===== src/hw/rtl/sspc_pkg.sv =====
// ----------------------------------------------------------------------------
// Sensor sentence parser package
// Shared constants and types for the ASCII sensor sentence parser.
// ----------------------------------------------------------------------------
package sspc_pkg;

  localparam int unsigned MaxFrameLenDef = 256;
  localparam int unsigned MinTailPosDef  = 10;

  localparam int unsigned ValW  = 16;
  localparam int unsigned ByteW = 8;

  localparam logic [ByteW-1:0] CharDollar = 8'h24;
  localparam logic [ByteW-1:0] CharStar   = 8'h2A;
  localparam logic [ByteW-1:0] CharPlus   = 8'h2B;
  localparam logic [ByteW-1:0] CharComma  = 8'h2C;
  localparam logic [ByteW-1:0] CharMinus  = 8'h2D;
  localparam logic [ByteW-1:0] CharPoint  = 8'h2E;
  localparam logic [ByteW-1:0] CharZero   = 8'h30;
  localparam logic [ByteW-1:0] CharNine   = 8'h39;
  localparam logic [ByteW-1:0] CharUpC    = 8'h43;
  localparam logic [ByteW-1:0] CharUpI    = 8'h49;
  localparam logic [ByteW-1:0] CharUpP    = 8'h50;
  localparam logic [ByteW-1:0] CharUpR    = 8'h52;
  localparam logic [ByteW-1:0] CharUpS    = 8'h53;
  localparam logic [ByteW-1:0] CharSpace  = 8'h20;
  localparam logic [ByteW-1:0] CharTab    = 8'h09;
  localparam logic [ByteW-1:0] CharCr     = 8'h0D;

  typedef struct packed {
    logic            fire;
    logic            att;
    logic [ValW-1:0] v0;
    logic [ValW-1:0] v1;
    logic [ValW-1:0] v2;
  } sspc_close_t;

  typedef struct packed {
    logic neg;
    logic point;
    logic digit;
    logic tenth;
  } sspc_flags_t;

endpackage


===== src/hw/rtl/sensor_sentence_parser_core.sv =====
// A result passes the input register and then the result register once the
// request that closes its frame is accepted; a full result register holds it.
// Throughput: one byte or tick per cycle unless the output stalls; the parser
// state is registered. A stalled output stalls the input only once both the
// input and result registers are full.
// Reset clears the framer to idle, the tick counters and both valid flags.
// ----------------------------------------------------------------------------
// Sensor sentence parser core
// Frames depth and attitude sentences from a byte stream, decodes their
// fields to tenths and stamps each result with the tick interval.
// ----------------------------------------------------------------------------
module sensor_sentence_parser_core
  import sspc_pkg::*;
#(
  parameter int unsigned MaxFrameLen = MaxFrameLenDef,
  parameter int unsigned MinTailPos  = MinTailPosDef
) (
  input  logic       clk_i,
  input  logic       rst_ni,
  input  logic       s_axis_tvalid,
  output logic       s_axis_tready,
  input  logic [7:0] s_axis_tdata,  // [7:0] rx_byte
  input  logic       s_axis_tuser,  // [0] kind
  output logic       m_axis_tvalid,
  input  logic       m_axis_tready,
  // [15:0] depth_tenths, [31:16] heading_tenths, [47:32] pitch_tenths,
  // [63:48] roll_tenths, [79:64] interval_ticks
  output logic [79:0] m_axis_tdata,
  output logic        m_axis_tuser  // [0] frame_type
);

  logic             in_vld_q;
  logic             in_kind_q;
  logic [ByteW-1:0] in_byte_q;
  logic             out_free;
  logic             advance;
  logic             byte_en;
  sspc_close_t      close;
  logic [ValW-1:0]  tick_q;
  logic [ValW-1:0]  last_depth_q;
  logic [ValW-1:0]  last_att_q;
  logic             out_vld_q;
  logic             out_type_q;
  logic [79:0]      out_data_q;
  logic             emit;

  assign out_free      = !out_vld_q || m_axis_tready;
  assign advance       = in_vld_q && out_free;
  assign s_axis_tready = !in_vld_q || out_free;
  assign byte_en       = advance && !in_kind_q;
  assign emit          = byte_en && close.fire;

  sspc_frame #(
    .MaxFrameLen(MaxFrameLen),
    .MinTailPos (MinTailPos)
  ) u_frame (
    .clk_i    (clk_i),
    .rst_ni   (rst_ni),
    .byte_en_i(byte_en),
    .byte_i   (in_byte_q),
    .close_o  (close)
  );

  always_ff @(posedge clk_i or negedge rst_ni) begin
    if (!rst_ni) begin
      in_vld_q <= 1'b0;
    end else if (s_axis_tready) begin
      in_vld_q <= s_axis_tvalid;
    end
  end

  always_ff @(posedge clk_i) begin
    if (s_axis_tready && s_axis_tvalid) begin
      in_kind_q <= s_axis_tuser;
      in_byte_q <= s_axis_tdata;
    end
  end

  always_ff @(posedge clk_i or negedge rst_ni) begin
    if (!rst_ni) begin
      tick_q       <= '0;
      last_depth_q <= '0;
      last_att_q   <= '0;
      out_vld_q    <= 1'b0;
    end else begin
      if (advance && in_kind_q) begin
        tick_q <= tick_q + 1'b1;
      end
      if (out_free) begin
        out_vld_q <= emit;
      end
      if (emit) begin
        if (close.att) last_att_q <= tick_q;
        else last_depth_q <= tick_q;
      end
    end
  end

  always_ff @(posedge clk_i) begin
    if (emit) begin
      out_type_q <= close.att;
      if (close.att) begin
        out_data_q <= {tick_q - last_att_q, close.v2, close.v1, close.v0, {ValW{1'b0}}};
      end else begin
        out_data_q <= {tick_q - last_depth_q, {(3*ValW){1'b0}}, close.v0};
      end
    end
  end

  assign m_axis_tvalid = out_vld_q;
  assign m_axis_tuser  = out_type_q;
  assign m_axis_tdata  = out_data_q;

endmodule


===== src/hw/rtl/sspc_frame.sv =====
// ----------------------------------------------------------------------------
// Sentence framer and decoder
// Tracks the frame position, walks the sentence syntax one byte at a time and
// accumulates the decimal fields; reports a decoded frame when it closes.
// ----------------------------------------------------------------------------
module sspc_frame
  import sspc_pkg::*;
#(
  parameter int unsigned MaxFrameLen = MaxFrameLenDef,
  parameter int unsigned MinTailPos  = MinTailPosDef
) (
  input  logic             clk_i,
  input  logic             rst_ni,
  input  logic             byte_en_i,
  input  logic [ByteW-1:0] byte_i,
  output sspc_close_t      close_o
);

  localparam int unsigned PosW = $clog2(MaxFrameLen);
  localparam logic [PosW-1:0] PosLast = PosW'(MaxFrameLen - 1);
  localparam logic [PosW-1:0] TailPos = PosW'(MinTailPos);

  localparam logic [3:0] PhClass = 4'd0;
  localparam logic [3:0] PhI     = 4'd1;
  localparam logic [3:0] PhP     = 4'd2;
  localparam logic [3:0] PhS     = 4'd3;
  localparam logic [3:0] PhComma = 4'd4;
  localparam logic [3:0] PhDLead = 4'd5;
  localparam logic [3:0] PhDBody = 4'd6;
  localparam logic [3:0] PhALead = 4'd7;
  localparam logic [3:0] PhABody = 4'd8;
  localparam logic [3:0] PhDone  = 4'd9;

  logic [PosW-1:0] pos_q, pos_d;
  logic            att_q, att_d;
  logic [3:0]      phase_q, phase_d;
  logic [1:0]      fidx_q, fidx_d;
  logic [ValW-1:0] acc_q, acc_d;
  sspc_flags_t     flags_q, flags_d;
  logic [ValW-1:0] vals_q [3];
  logic [ValW-1:0] vals_d [3];
  logic            ok_q, ok_d;

  logic            is_digit;
  logic            is_space;
  logic [ValW-1:0] acc_x10;
  logic [ValW-1:0] acc_step;
  logic [ValW-1:0] fin_base;
  logic [ValW-1:0] fin_val;
  logic            body_take;
  logic            in_body;
  logic            in_lead;

  assign is_digit = (byte_i >= CharZero) && (byte_i <= CharNine);
  assign is_space = (byte_i == CharSpace) || ((byte_i >= CharTab) && (byte_i <= CharCr));
  assign acc_x10  = (acc_q << 3) + (acc_q << 1);
  assign acc_step = acc_x10 + {{(ValW-ByteW){1'b0}}, byte_i - CharZero};
  assign fin_base = flags_q.tenth ? acc_q : acc_x10;
  assign fin_val  = flags_q.neg ? (~fin_base + 1'b1) : fin_base;
  assign body_take = is_digit || ((byte_i == CharPoint) && !flags_q.point);
  assign in_body  = (phase_q == PhDBody) || (phase_q == PhABody);
  assign in_lead  = (phase_q == PhDLead) || (phase_q == PhALead);

  always_comb begin
    pos_d   = pos_q;
    att_d   = att_q;
    phase_d = phase_q;
    fidx_d  = fidx_q;
    acc_d   = acc_q;
    flags_d = flags_q;
    vals_d  = vals_q;
    ok_d    = ok_q;
    close_o = '0;
    if (byte_en_i) begin
      if (pos_q == '0) begin
        if (byte_i == CharDollar) begin
          pos_d   = PosW'(1);
          att_d   = 1'b0;
          phase_d = PhClass;
          fidx_d  = 2'd0;
          acc_d   = '0;
          flags_d = '0;
          ok_d    = 1'b1;
        end
      end else if (pos_q >= PosLast) begin
        pos_d = '0;
      end else begin
        if (ok_q) begin
          if ((in_body || (in_lead && !is_space && byte_i != CharPlus &&
                           byte_i != CharMinus)) && body_take) begin
            if (in_lead) begin
              phase_d = (phase_q == PhALead) ? PhABody : PhDBody;
            end
            if (is_digit) begin
              if (!flags_q.point || !flags_q.tenth) begin
                acc_d = acc_step;
                if (flags_q.point) begin
                  flags_d.tenth = 1'b1;
                end
              end
              flags_d.digit = 1'b1;
            end else begin
              flags_d.point = 1'b1;
            end
          end else begin
            unique case (phase_q)
              PhClass: begin
                if (byte_i == CharUpP) begin
                  att_d   = 1'b0;
                  phase_d = PhI;
                end else if (byte_i == CharUpC) begin
                  att_d   = 1'b1;
                  fidx_d  = 2'd0;
                  phase_d = PhALead;
                end else begin
                  ok_d = 1'b0;
                end
              end
              PhI: begin
                if (byte_i == CharUpI) phase_d = PhP;
                else ok_d = 1'b0;
              end
              PhP: begin
                if (byte_i == CharUpP) phase_d = PhS;
                else ok_d = 1'b0;
              end
              PhS: begin
                if (byte_i == CharUpS) phase_d = PhComma;
                else ok_d = 1'b0;
              end
              PhComma: begin
                if (byte_i == CharComma) phase_d = PhDLead;
                else ok_d = 1'b0;
              end
              PhDLead, PhALead: begin
                if (byte_i == CharPlus || byte_i == CharMinus) begin
                  flags_d.neg = flags_q.neg || (byte_i == CharMinus);
                  phase_d     = (phase_q == PhALead) ? PhABody : PhDBody;
                end else if (!is_space) begin
                  ok_d = 1'b0;
                end
              end
              PhDBody, PhABody: begin
                if (!flags_q.digit) begin
                  ok_d = 1'b0;
                end else begin
                  if (fidx_q < 2'd3) begin
                    vals_d[fidx_q] = fin_val;
                  end
                  acc_d   = '0;
                  flags_d = '0;
                  if (phase_q == PhDBody) begin
                    phase_d = PhDone;
                  end else if (fidx_q == 2'd0 && byte_i == CharUpP) begin
                    fidx_d  = 2'd1;
                    phase_d = PhALead;
                  end else if (fidx_q == 2'd1 && byte_i == CharUpR) begin
                    fidx_d  = 2'd2;
                    phase_d = PhALead;
                  end else if (fidx_q == 2'd2) begin
                    phase_d = PhDone;
                  end else begin
                    ok_d = 1'b0;
                  end
                end
              end
              default: ;
            endcase
          end
        end
        pos_d = pos_q + 1'b1;
        if (byte_i == CharStar && pos_q > TailPos) begin
          pos_d         = '0;
          close_o.fire  = ok_d && (phase_d == PhDone);
          close_o.att   = att_d;
          close_o.v0    = vals_d[0];
          close_o.v1    = vals_d[1];
          close_o.v2    = vals_d[2];
        end
      end
    end
  end

  always_ff @(posedge clk_i or negedge rst_ni) begin
    if (!rst_ni) begin
      pos_q   <= '0;
      att_q   <= 1'b0;
      phase_q <= PhClass;
      fidx_q  <= 2'd0;
      acc_q   <= '0;
      flags_q <= '0;
      vals_q  <= '{default: '0};
      ok_q    <= 1'b1;
    end else begin
      pos_q   <= pos_d;
      att_q   <= att_d;
      phase_q <= phase_d;
      fidx_q  <= fidx_d;
      acc_q   <= acc_d;
      flags_q <= flags_d;
      vals_q  <= vals_d;
      ok_q    <= ok_d;
    end
  end

endmodule


===== config.mk =====
export PLATFORM = sky130hd
export DESIGN_NAME = sensor_sentence_parser_core
export DESIGN_NICKNAME = d
export VERILOG_FILES = /design/src/hw/rtl/sspc_pkg.sv /design/src/hw/rtl/sensor_sentence_parser_core.sv /design/src/hw/rtl/sspc_frame.sv
export SDC_FILE = /design/constraint.sdc
export NUM_CORES = 1
export LEC_CHECK = 0
export BUFFER_PORTS_ARGS = -buffer_cell sky130_fd_sc_hd__buf_4
export CAP_MARGIN = 20
export CORE_ASPECT_RATIO = 1.5
export CORE_MARGIN = 4
export CORE_UTILIZATION = 60
export DETAILED_ROUTE_END_ITERATION = 7
export HOLD_SLACK_MARGIN = 0.05
export PLACE_DENSITY = 0.8
export SYNTH_ARGS = -nofsm -noshare
export SYNTH_HDL_FRONTEND = slang
export SYNTH_SLANG_ARGS = --single-unit

===== constraint.sdc =====
create_clock -name clk_i -period 8.55 [get_ports clk_i]
set_input_delay 1.71 -clock clk_i [delete_from_list [all_inputs] [get_ports clk_i]]
set_output_delay 1.71 -clock clk_i [all_outputs]
set_load 0.005 [all_outputs]

==> results of run 1 <==
==> synth_stat cells, drive strengths merged, types with 14 or more instances <==
library cell / number / share of area
nand2b: 15 / 0.0076
nor3: 24 / 0.012
nand3: 25 / 0.010
o31ai: 17 / 0.010
clkbuf: 41 / 0.013
o21ai: 80 / 0.033
dfrtp: 133 / 0.27
nor2: 101 / 0.031
mux2i: 45 / 0.037
mux2: 63 / 0.064
xor2: 25 / 0.018
ha: 44 / 0.045
xnor2: 49 / 0.035
buf: 15 / 0.0097
nand2: 139 / 0.042
a21o: 14 / 0.0092
inv: 32 / 0.0098
a21oi: 49 / 0.020
edfxtp: 90 / 0.22
==> layer usage <==
| layer | routed length [um] | part of all wire | vias to the layer above |
|---|---|---|---|
| met4 | 803 | 0.029 | 0 |
| met5 | 0 | 0 | - |
| met3 | 1120 | 0.040 | 44 |
| met1 | 11000 | 0.39 | 4452 |
| li1 | - | - | 4304 |
| met2 | 15100 | 0.54 | 253 |
==> sequential cells by signal, indices dropped and copies added (netlist names) <==
signal,flops
u_frame.vals_q,48
m_axis_tuser,1
m_axis_tdata,80
last_att_q,16
u_frame.fidx_q,2
u_frame.flags_q,4
in_byte_q,8
u_frame.phase_q,4
in_vld_q,1
m_axis_tvalid,1
tick_q,16
u_frame.ok_q,1
in_kind_q,1
last_depth_q,16
u_frame.acc_q,16
u_frame.pos_q,8
u_frame.att_q,1
==> stage by stage <==
stage	hold slack, ns	utilization	instances	power [mW]
after floorplan	0.441	-	1156	1.62
after global placement	0.454	0.658	1462	1.72
after detailed placement	0.463	0.658	1462	1.74
after CTS	0.477	0.698	1502	2.76
after global routing	0.508	0.698	1502	2.88
final	0.474	0.698	1502	2.76
==> cells by family after synthesis <==
group	after synthesis
AO/OA/AOI/OAI	237
XOR/XNOR	74
adder cells (fa/ha/maj)	47
buffers and inverters	88
flip-flops	224
multiplexers	108
AND/OR/NAND/NOR	378
==> power groups by stage <==
| stage | registers (mW) | clock network [mW] | logic (mW) |
|---|---|---|---|
| after floorplan | 1.23 | 0 | 0.388 |
| after global placement | 1.27 | 0 | 0.453 |
| after detailed placement | 1.27 | 0 | 0.470 |
| after CTS | 1.25 | 1.04 | 0.475 |
| after global routing | 1.25 | 1.09 | 0.535 |
| final | 1.25 | 1.03 | 0.479 |
==> final timing paths <==
| check | to | slack [ns] |
|---|---|---|
| worst max-delay path | m_axis_tdata[79] | 2.79 |
| worst min-delay path | u_frame.vals_q[36] | 0.47 |
| worst max register to register | m_axis_tdata[79] | 2.94 |
| worst min register to register | u_frame.vals_q[36] | 0.47 |
| max in group asynchronous | u_frame.pos_q[5] | 5.77 |
| min in group asynchronous | u_frame.vals_q[47] | 1.30 |
==> worst max-delay path: cells and delay by family <==
family	cells	cell delay [ns]
compound gates	7	1.80
xor+xnor	1	0.13
fa+ha+maj	1	0.35
buf+inv	2	0.46
mux	1	0.20
simple gates	6	1.32
==> cell type report <==
type / instances / share of cell area
Tap cell: 260 / 0.0234
Clock inverter: 11 / 0.00971
Clock buffer: 29 / 0.0467
Multi-Input combinational cell: 844 / 0.421
Sequential cell: 224 / 0.435
Timing Repair Buffer: 102 / 0.0550
Inverter: 32 / 0.00863
==> out/results.txt, run 1 <==
Chip height -> 183 um
Maximum VDD drop -> 0.000154 V
Post-Synthesis Cells -> 1,156
Chip Width -> 125 um
Setup CP Type -> primary input to register
CTS Sinks -> 224
CP endpoint kind -> register
Met1 GRT Util -> 0.293
Fraction of registers with async set/reset -> 0.598
Critical Path RT -> 8.80 ns
Gr usage total -> 0.243
Clock Latency Late Sink -> 0.51 ns
Internal power -> 2.00 mW
Clock transition at the registers of the reported paths -> 0.06 ns
Fin area -> 13,900 um2
Antenna cells -> 0
Unrepaired setup endpoints after global routing -> no
Slew @ Worst Pin -> 1.05 ns
Post-synthesis adder-cell area fraction -> 0.0497
Area of the multi-input gates -> 5860 um2
Initial Utilization -> 0.616
Register area -> 6060 um2
Synth Area in Simple Gates -> 0.148
Synth Register Bits -> 224
Critical Path Start Type -> primary input
DR WL/cell -> 18.7 um
CTS Hold Buffers Added -> 0
Drt first-iter violations -> 765
Mux contribution to synthesized area -> 0.100
Max Slew Vio Count -> 0
CP max-delay cell -> o311ai_0
Status -> finished, final reports clean
Crit path cell chain -> buf_4, nand2b_1, nand2_1, nor2_1, nand3_1, nor2_1, nand2_2, buf_4, mux2i_1, ha_1, o21ai_0, a21boi_0, o21ai_0, a211oi_1, o311ai_0, o21ai_0, a21oi_1, xnor2_1
Final setup viols -> 0
GP Congestion -> 0.920
Post-synthesis compound-gate area fraction -> 0.124
P_leak -> 5.76 nW
Met3 Use GR -> 0.0245
DP HPWL -> 20,000 um
Crit-path max cell delay -> 0.55 ns
Largest net degree at the start of global routing -> 75
Die area -> 22,900 um2
Boundary pin count -> 96
EDFF count, synth -> 90
Hold depth -> 2
Fin crit share -> 0.673
Pwr dens -> 198 nW/um2
Root buffer cell -> clkbuf_16
Filler cells -> 1,497
Post-route DRC violation count -> 0
Total CTS buffers -> 22
Synth Area in XOR/XNOR -> 0.0527
Setup TNS -> 0 ns
Grt ovf -> 0
Worst setup path start -> m_axis_tready
Drt total wl -> 28,100 um
Worst hold path type -> register to register
Distinct cells, synth -> 81
P_sw -> 761 uW
Clock network power share -> 0.374
Synth Cell Area -> 12,300 um2
Mean post-synth cell area -> 10.6 um2
Standard-cell rows -> 63
CTS HTree Levels -> 1
Worst Hold Launch -> u_frame.vals_q[36]
Nets -> 1,286
Buffers on Ports -> 95
Pre-CTS setup slack -> 2.40 ns
Cell mode on critical path -> o21ai_0
Crit Path Max Fanout -> 58
PostCTS Resize Cnt -> 0
Core Region -> 19,900 um2
Sequential fraction of the synthesis area -> 0.493
Area grow syn2layout -> 13.2%
Comb pwr share -> 0.174
Via count -> 9,053
CTS tree -> yes
Met2 Resource Use GR -> 0.462
Worst r2r path cells -> 16
Global-route wire length before repair -> 45,800 um
Largest family of logic cells by synthesized area -> simple AND/OR/NAND/NOR gates
Synth Flop Type -> dfrtp_1
Register share of total power -> 0.453
Detailed Routing Iterations Pass 1 -> 5
Clock buffer depth -> 3
Minimum clock period -> 5.76 ns
Post-Syn Nets -> 1,216
Peak Freq -> 174 MHz
Sw frac -> 0.276
Yosys warning total -> 0
Area after DPL -> 13,100 um2
Maxcap violations -> 0
Vias in the first global route -> 8,788
GRT busiest layer -> met2
Initial antenna violation count -> 0
Final WS setup -> 2.79 ns
Worst r2r src -> u_frame.pos_q[6]
Most frequent cells in the layout -> 138 x nand2_1, 133 x dfrtp_1, 102 x buf_4, 99 x nor2_1, 90 x edfxtp_1
Setup Fix Bufs, Post-CTS -> 0
Via density -> 6.03
Final Hold Viols -> 0
Arrival time at the worst endpoint -> 6.00 ns
Clock Skews -> 0.0137 ns
Rel. slew slack -> 0.296
Final ANT Viol Nets -> 0
Commonest non-fill, non-tap cell in the layout -> nand2_1
Fraction of layout instances using a drive strength above 1 -> 0.181
Note: power is estimated with default switching activity, not from simulation.
==> run 2, diff against run 1 <==
--- a/config.mk
+++ b/config.mk
@@ -5,14 +5,15 @@
 export SDC_FILE = /design/constraint.sdc
 export NUM_CORES = 1
 export LEC_CHECK = 0
+export ABC_AREA = 1
 export BUFFER_PORTS_ARGS = -buffer_cell sky130_fd_sc_hd__buf_4
 export CAP_MARGIN = 20
 export CORE_ASPECT_RATIO = 1.5
 export CORE_MARGIN = 4
-export CORE_UTILIZATION = 60
+export CORE_UTILIZATION = 55
 export DETAILED_ROUTE_END_ITERATION = 7
 export HOLD_SLACK_MARGIN = 0.05
-export PLACE_DENSITY = 0.8
+export PLACE_DENSITY = 0.77
 export SYNTH_ARGS = -nofsm -noshare
 export SYNTH_HDL_FRONTEND = slang
 export SYNTH_SLANG_ARGS = --single-unit
==> constraint.sdc (replaced) <==
create_clock -name clk_i -period 5.2 [get_ports clk_i]
set_input_delay 1.04 -clock clk_i [delete_from_list [all_inputs] [get_ports clk_i]]
set_output_delay 1.04 -clock clk_i [all_outputs]
set_load 0.005 [all_outputs]
==> run 2 against run 1 <==
  * Setup slack got worse by 2.0 ns
  * Register-to-register slack got worse by 2.1 ns
  * Total power up 61%
  * First-iteration DRC count increased by 21%
  * Cell area up 2.5%
  * Critical path depth up 4
  * Area after synthesis up 3.0%
  * Clock power increased by 51%
  * Worst hold slack got worse by 0.0061 ns
  * Critical endpoint is now m_axis_tdata[76]
==> out/results.txt, run 2 <==
Status -> finished, final reports clean
EDFF count, synth -> 90
Largest family of logic cells by synthesized area -> simple AND/OR/NAND/NOR gates
Worst setup path start -> u_frame.pos_q[0]
Mux contribution to synthesized area -> 0.0120
Post-placement cell count -> 1,865
Fin util -> 0.635
Maxcap violations -> 0
Antenna cells -> 0
Buffers on Ports -> 95
Synth Area in Simple Gates -> 0.282
Final WS setup -> 0.803 ns
CP delay by family, top -> simple AND/OR/NAND/NOR gates
CTS Sinks -> 224
Core Region -> 22,500 um2
Vias in the first global route -> 10.7k
Fraction of layout instances using a drive strength above 1 -> 0.120
Critical Path RT -> 5.46 ns
GP Congestion -> 0.932
Setup TNS -> 0 ns
Crit-path max cell delay -> 0.40 ns
Final ANT Viol Nets -> 0
Post-synthesis adder-cell area fraction -> 0.0482
Via count -> 10.7k
Detailed Routing Iterations Pass 1 -> 8
Initial Utilization -> 0.563
Chip height -> 194 um
P_leak -> 6.47 nW
CTS Hold Buffers Added -> 0
Post-Syn Nets -> 1,588
Pwr dens -> 312 nW/um2
Standard-cell rows -> 67
Global-route wire length before repair -> 51,600 um
Worst hold path type -> register to register
Drt total wl -> 31,000 um
Yosys top cell by area -> dfrtp_1
Area after DPL -> 13,600 um2
Synth Cell Area -> 12,700 um2
Setup Fix Bufs, Post-CTS -> 0
Initial antenna violation count -> 0
Crit path buf inv count -> 4
Fraction of registers with async set/reset -> 0.598
Final std cells w/o fill -> 1,905
Commonest non-fill, non-tap cell in the layout -> nand2_1
Peak Freq -> 227 MHz
Sequential fraction of the synthesis area -> 0.479
Post-synth top cells -> 429 x nand2_1, 141 x nor2_1, 134 x inv_1
Unrepaired setup endpoints after global routing -> no
Drt first-iter violations -> 926
Root buffer cell -> clkbuf_16
Synth Register Bits -> 224
Clock Skews -> 0.0151 ns
CTS tree -> yes
Clock transition at the registers of the reported paths -> 0.06 ns
Rel. slew slack -> 0.328
Fin area -> 14,300 um2
Mean post-synth cell area -> 8.28 um2
Arrival time at the worst endpoint -> 4.66 ns
CTS HTree Levels -> 1
Yosys top cell area share -> 0.263
Slew @ Worst Pin -> 1.01 ns
Boundary pin count -> 96
Clock buffer depth -> 3
Pre-CTS setup slack -> 0.770 ns
Critical Path Start Type -> register
Most frequent cell after synthesis -> nand2_1
Most frequent cells in the layout -> 429 x nand2_1, 141 x nor2_1, 133 x inv_1, 133 x dfrtp_1, 108 x o21ai_0
Grt ovf -> 0
Worst Hold Launch -> last_depth_q[11]
Post-route DRC violation count -> 0
Worst r2r src -> u_frame.pos_q[0]
Chip Width -> 132 um
Post-synthesis compound-gate area fraction -> 0.0867
Top post-synthesis cells by area -> dfrtp_1 26%, edfxtp_1 21%, nand2_1 13%
Maximum VDD drop -> 0.000293 V
PostCTS Resize Cnt -> 0
Setup CP Type -> register to register
CP endpoint kind -> register
Max Slew Vio Count -> 0
Final setup viols -> 0
DP HPWL -> 22,700 um
Yosys warning total -> 0
Die area -> 25,600 um2
Max reg flops -> 80
Total CTS buffers -> 22
Crit path cell chain -> inv_1, ha_1, nand3_1, nor2_4, clkinv_1, nand3_2, nor2_1, nand2_2, buf_4, nand2_1, nand2_1, ha_1, inv_1, fa_1, a211o_1, o21ai_0, nor3_1, nor2_1, o21ai_0, a21oi_1, o21bai_1, xor2_1
Fin crit share -> 0.846
Crit Path Max Fanout -> 29
Post-Synthesis Cells -> 1,528
Nets -> 1,673
Final Hold Viols -> 0
CP max-delay cell -> fa_1
DR WL/cell -> 16.3 um
Synth Flop Type -> dfrtp_1
Gr usage total -> 0.243
Distinct cells, synth -> 52
Minimum clock period -> 4.40 ns
Synth Area in XOR/XNOR -> 0.0311
Via density -> 5.62
Largest net degree at the start of global routing -> 89
Area grow syn2layout -> 12.7%
Clock Latency Late Sink -> 0.52 ns
run 2: cell count changes after synthesis, sizes merged, moves of 16 or more:
| cell | before | now |
|---|---|---|
| clkbuf | 41 | 15 |
| buf | 15 | 31 |
| o21ai | 80 | 132 |
| nand2 | 139 | 438 |
| nand4 | 7 | 49 |
| nor2 | 101 | 156 |
| xnor2 | 49 | 11 |
| inv | 32 | 142 |
| mux2 | 63 | 1 |
| mux2i | 45 | 14 |
| nand3 | 25 | 112 |
run 2: worst paths after layout:
check	to	slack [ns]	cells after the start
max	m_axis_tdata[76]	0.80	22
min	last_depth_q[11]	0.47	2
max reg2reg	m_axis_tdata[76]	0.80	22
min reg2reg	last_depth_q[11]	0.47	2
max in group asynchronous	last_att_q[14]	3.43	2
min in group asynchronous	u_frame.pos_q[3]	0.66	1
run 2: cell type report:
type | count | area, um2
fillers | 1905 | 8200
flip-flops and latches | 224 | 6060
multi-input cells | 1115 | 5820
repair buffers | 107 | 803
clock buffers | 32 | 609
inverters | 143 | 538
well taps | 276 | 345
clock inverters | 8 | 91.3
run 2: cells by family (layout without fill, tap and decap cells):
logic type / Yosys count / count (layout)
AOI/OAI and AO/OA: 205 / 205
xor gates and xnor gates: 45 / 45
adders and majority gates: 47 / 47
buffers and inverters: 189 / 290
DFF: 224 / 224
muxes: 15 / 15
and+or+nand+nor: 803 / 803
run 2: per-layer routing:
layer	GRT usage	wire, um	vias up	share of wire
li1	-	-	5261	-
met1	0.267	11400	4964	0.37
met2	0.460	16500	346	0.53
met3	0.0239	1300	126	0.042
met4	0.126	1730	0	0.056
met5	0	0	-	0
run 2: tightest hold or removal path, stage by stage (launching register included):
cell and delay (ns):
dfrtp_1 0.34, nand2_1 0.05, nand2_1 0.05
run 2: per-stage QoR:
| step | hold slack [ns] | total power [mW] |
|---|---|---|
| after floorplan | 0.441 | 2.68 |
| after global placement | 0.452 | 2.90 |
| after detailed placement | 0.459 | 2.91 |
| after CTS | 0.475 | 4.48 |
| after global routing | 0.482 | 4.68 |
| final | 0.468 | 4.45 |
run 2: where the power goes:
part,total [mW],internal [mW],switching [mW],leakage [nW]
clock network,1.56,0.878,0.681,0.342
registers,2.03,1.93,0.0932,2.45
logic,0.864,0.286,0.578,3.67
